## config.mk

```make
export PLATFORM = sky130hd
export DESIGN_NAME = pcpd_post_parser
export DESIGN_NICKNAME = d
export VERILOG_FILES = /design/src/rtl/core/pcpd_pkg.sv /design/src/rtl/core/pcpd_post_parser.sv
export SDC_FILE = /design/constraint.sdc
export NUM_CORES = 1
export LEC_CHECK = 0
export ABC_AREA = 1
export BUFFER_PORTS_ARGS = -buffer_cell sky130_fd_sc_hd__clkbuf_2
export CAP_MARGIN = 25
export CORE_UTILIZATION = 60
export CTS_CLUSTER_SIZE = 40
export DETAILED_ROUTE_END_ITERATION = 8
export PLACE_DENSITY = 0.86
export SETUP_SLACK_MARGIN = 0.1
export SLEW_MARGIN = 20
export SYNTH_ARGS = -nofsm -noshare
export SYNTH_HDL_FRONTEND = slang
export SYNTH_SLANG_ARGS = --single-unit
```

## constraint.sdc

```tcl
create_clock -name clk -period 2.2 [get_ports clk]
set_input_delay 0.44 -clock clk [delete_from_list [all_inputs] [get_ports clk]]
set_output_delay 0.44 -clock clk [all_outputs]
set_load 0.01 [all_outputs]
```

## src/rtl/core/pcpd_pkg.sv

```systemverilog
// ----------------------------------------------------------------------------
// pcpd_pkg
// Shared types and constants of the column-post picture decoder.
// ----------------------------------------------------------------------------
package pcpd_pkg;

  // Palette geometry
  localparam int PAL_ENTRIES = 256;
  localparam int PAL_AW      = $clog2(PAL_ENTRIES);

  // Input item kinds (travel on tuser)
  localparam logic [1:0] OP_PALETTE = 2'd0;
  localparam logic [1:0] OP_BEGIN   = 2'd1;
  localparam logic [1:0] OP_COLUMN  = 2'd2;

  // Top-delta value that closes a column
  localparam logic [7:0] END_OF_COLUMN = 8'hFF;

  typedef logic [23:0] rgb_t;

  // Pixel issue from the parser to the output stage
  typedef struct packed {
    logic       pixel;
    logic [7:0] row;
    logic [7:0] column;
  } pix_t;

endpackage

```

## src/rtl/core/pcpd_post_parser.sv

```systemverilog
// ----------------------------------------------------------------------------
// pcpd_post_parser
// Post parser: tracks phase, row, column and remaining pixel count per byte.
// ----------------------------------------------------------------------------
module pcpd_post_parser (
  input  logic           clk,
  input  logic           rst,
  input  logic           accept,
  input  logic [1:0]     opcode,
  input  logic [7:0]     data_byte,
  output pcpd_pkg::pix_t pix
);
  import pcpd_pkg::*;

  localparam logic [2:0] PH_TOP  = 3'd0;
  localparam logic [2:0] PH_LEN  = 3'd1;
  localparam logic [2:0] PH_PAD1 = 3'd2;
  localparam logic [2:0] PH_PIX  = 3'd3;
  localparam logic [2:0] PH_PAD2 = 3'd4;

  logic [2:0] phase, phase_next;
  logic [7:0] row, row_next;
  logic [7:0] column, column_next;
  logic [7:0] left, left_next;
  logic [7:0] left_dec;

  assign left_dec = left - 8'd1;

  // Next-state logic for one accepted transaction
  always_comb begin
    phase_next  = phase;
    row_next    = row;
    column_next = column;
    left_next   = left;
    pix.pixel   = 1'b0;
    pix.row     = row;
    pix.column  = column;
    if (accept) begin
      case (opcode)
        OP_BEGIN: begin
          phase_next  = PH_TOP;
          row_next    = '0;
          column_next = '0;
          left_next   = '0;
        end
        OP_COLUMN: begin
          case (phase)
            PH_TOP: begin
              if (data_byte == END_OF_COLUMN) begin
                column_next = column + 8'd1;
              end else begin
                row_next   = data_byte;
                phase_next = PH_LEN;
              end
            end
            PH_LEN: begin
              left_next  = data_byte;
              phase_next = PH_PAD1;
            end
            PH_PAD1: begin
              phase_next = (left != '0) ? PH_PIX : PH_PAD2;
            end
            PH_PIX: begin
              pix.pixel = 1'b1;
              row_next  = row + 8'd1;
              left_next = left_dec;
              if (left_dec == '0) begin
                phase_next = PH_PAD2;
              end
            end
            default: begin
              phase_next = PH_TOP;
            end
          endcase
        end
        default: ;
      endcase
    end
  end

  // Parser registers
  always_ff @(posedge clk) begin
    if (rst) begin
      phase  <= PH_TOP;
      row    <= '0;
      column <= '0;
      left   <= '0;
    end else begin
      phase  <= phase_next;
      row    <= row_next;
      column <= column_next;
      left   <= left_next;
    end
  end

endmodule

```

==> flow_summary.ini <==
[synthesis]
synth_top_area_share_pct = 29.7
syn_avg_cell_area_um2 = 6.48
synth_edf_count = 0
synth-main-ff-cell = dfxtp_1
yosysWarningCount = 0
synth_largest_area_cell = dfxtp_1
synth_common_cells = nand2_1 (81), nor2_1 (28), dfxtp_1 (27), a21oi_1 (26), inv_1 (21)
synth_seq_cells = 27
synth_cell_types = 32
netlist_top_cells_area = dfxtp_1 (30%), nand2_1 (17%), a21oi_1 (7.1%)
synth_nets = 301
ys_seq_area_share_pct = 29.7
synth_cells = 281
synth_async_sr_flop_share_pct = 0
syn_area_um2 = 1820
synth.most_common_cell = nand2_1

[grt]
grt_use_total_pct = 26.5
grt_pass1_wl_mm = 6.86
antenna_found_initial = 0
overflow = 0
grt_start_max_net_pins = 21
grt_pass1_vias = 1597

[floorplan]
core-area_um2 = 2810
io_pins = 30
dieHeight_um = 57.1
die_area_um2 = 3260
row_count = 19
die_w_um = 57.1
initial_core_util_pct = 64.9

[drt]
post-route-drc-count = 2
routed_wirelength_mm = 4.07
num_vias = 1817
ant_nets = 0
wl_per_cell_um = 11.9
routed_via_density = 5.31
firstDrtPassIters = 6
drt_iter0_markers = 92

[critical_path]
worstSetupPathType = reg2out
r2r_slack_ns = 0.44
reg2reg_depth = 5
setup.worst_path.end_class = output pin
max_stage_delay_ns = 0.44
rr_endpoint = row[1]$_SDFFE_PP0P_
reg2reg_from = phase[1]$_SDFFE_PP0P_
critPathArrivalTime_ns = 1.46
crit_buf_inv = 1
cp_data_required_time_ns = 1.76
path_cells = nand3_2 -> nor3_1 -> clkbuf_2
cp_slowest_cell = dfxtp_1
path_max_fanout = 15
start_kind = flip-flop
path_delay_family = simple AND/OR/NAND/NOR gates

[power_and_ir_drop]
p_per_area_nw_per_um2 = 484
leakage_nw = 0.916
ir_drop_v = 0.000501

[cts]
cts_buffer_depth = 2
post-cts-setup-buffers = 0
cts_root_buf = clkbuf_4
cts_made_buffers = 3
cts_max_level = 1
clock-sinks = 27
cts_resized = 0
holdBufCountCts = 0
clk_latency_ns = 0.35
cts_tree = done
clk_pin_slew_ns = 0.15

[sta]
period_needed_ns = 1.90
tns_ns = 0
max_freq_mhz = 527
finalSetupViolCount = 0
fin_skew_ns = 0.0186
maxSlewHeadroom_pct = 79.3
hold_violations = 0
min_period_over_period_pct = 86.2
rsz0062_at_grt = false
worst_slew_pin_slew_ns = 0.310
slew_violations = 0

[final_layout]
nNetsFinal = 332
n_antenna_cell = 0
utilization_pct = 72.3
area_growth_syn_to_layout_pct = 11.4
stdcell_count = 342
drive_gt1_share_pct = 21.5

[placed_design]
io_buffers = 29
dp.cells = 338
dp_hpwl_mm = 3.10
place_congestion = 0.865

[outcome]
status = complete, but fails checks
violations = DRC

[min_path]
hp-start = rst
min-delay-path-class = in2reg
hold_path_depth = 4
whs_endpoint = phase[1]$_SDFFE_PP0P_

[run]
maxCapViolCount = 0
==> worst max-delay path by stage <==
stage	from	end	slack, ns	cells after the start
floorplan	opcode[0]	left[2]$_SDFFE_PP0P_	0.61	7
global placement	opcode[0]	left[7]$_SDFFE_PP0P_	0.29	8
detailed placement	opcode[0]	left[7]$_SDFFE_PP0P_	0.27	8
CTS	phase[0]$_SDFFE_PP0P_	pix[16]	0.27	3
global route	phase[1]$_SDFFE_PP0P_	pix[16]	0.16	3
finish	phase[1]$_SDFFE_PP0P_	pix[16]	0.30	3
==> layout by cell type, fill, tap and decap left out, types with 3 or more instances in the layout <==
| cell type | synthesis | routed |
|---|---|---|
| inv_1 | 21 | 21 |
| ha_1 | 7 | 7 |
| o21ai_1 | 7 | 7 |
| o21ai_0 | 8 | 8 |
| nand2_1 | 81 | 81 |
| clkbuf_4 | 0 | 3 |
| nor2_1 | 28 | 28 |
| a21oi_1 | 26 | 26 |
| nor2_2 | 10 | 10 |
| inv_2 | 7 | 7 |
| nand4_1 | 5 | 5 |
| clkbuf_2 | 0 | 29 |
| xor2_1 | 3 | 3 |
| nand3_1 | 20 | 20 |
| buf_4 | 1 | 3 |
| dfxtp_1 | 27 | 27 |
| nand2_2 | 4 | 4 |
==> layout make-up <==
type / instances / area, um2
Inverter: 28 / 105
Timing Repair Buffer: 32 / 168
Fill cell: 266 / 776
Multi-Input combinational cell: 220 / 1150
Sequential cell: 27 / 541
Tap cell: 31 / 38.8
Clock inverter: 1 / 8.76
Clock buffer: 3 / 22.5
==> where the power goes <==
group | switching (mW) | leakage (nW) | internal (mW)
Clock | 0.167 | 0.0183 | 0.0742
Combinational | 0.141 | 0.679 | 0.0791
Sequential | 0.0170 | 0.219 | 0.505
Total | 0.325 | 0.916 | 0.658
==> sequential cells by signal, summed over array words and instances (netlist names) <==
signal	count
phase	3
column	8
left	8
row	8
==> worst register-to-register path: stages, from the launching register on <==
cell,delay [ns]
dfxtp_1,0.44
nand3_2,0.30
inv_2,0.31
o21ai_1,0.13
o21bai_1,0.19
a211oi_1,0.31
==> cell families after synthesis <==
kind of cell / Yosys count / share of synthesized area (%)
flops: 27 / 29.7
xor+xnor: 5 / 2.40
compound gates: 46 / 13.8
buf+inv: 34 / 7.42
simple gates: 162 / 41.9
fa+ha+maj: 7 / 4.81
==> stage by stage <==
| stage | total power, mW | setup slack [ns] | hold WS, ns | instance area [um2] |
|---|---|---|---|---|
| 5_1_grt | 1.03 | 0.165 | 0.456 | 2030 |
| 4_1_cts | 0.987 | 0.271 | 0.430 | 2030 |
| 6_report | 0.983 | 0.303 | 0.433 | 2030 |
| 3_3_place_gp | 0.744 | 0.292 | 0.471 | 2000 |
| 3_5_place_dp | 0.749 | 0.269 | 0.470 | 2000 |
| 2_1_floorplan | 0.690 | 0.608 | 0.458 | 1820 |
==> per-layer routing <==
metal | share of wire (%) | vias up | global-route usage [%]
li1 | - | 976 | -
met2 | 46 | 48 | 45.0
met5 | 0 | - | 0
met1 | 48 | 789 | 36.3
met3 | 4.7 | 4 | 4.08
met4 | 1.0 | 0 | 4.53
Power figures use the tool's default switching activity.
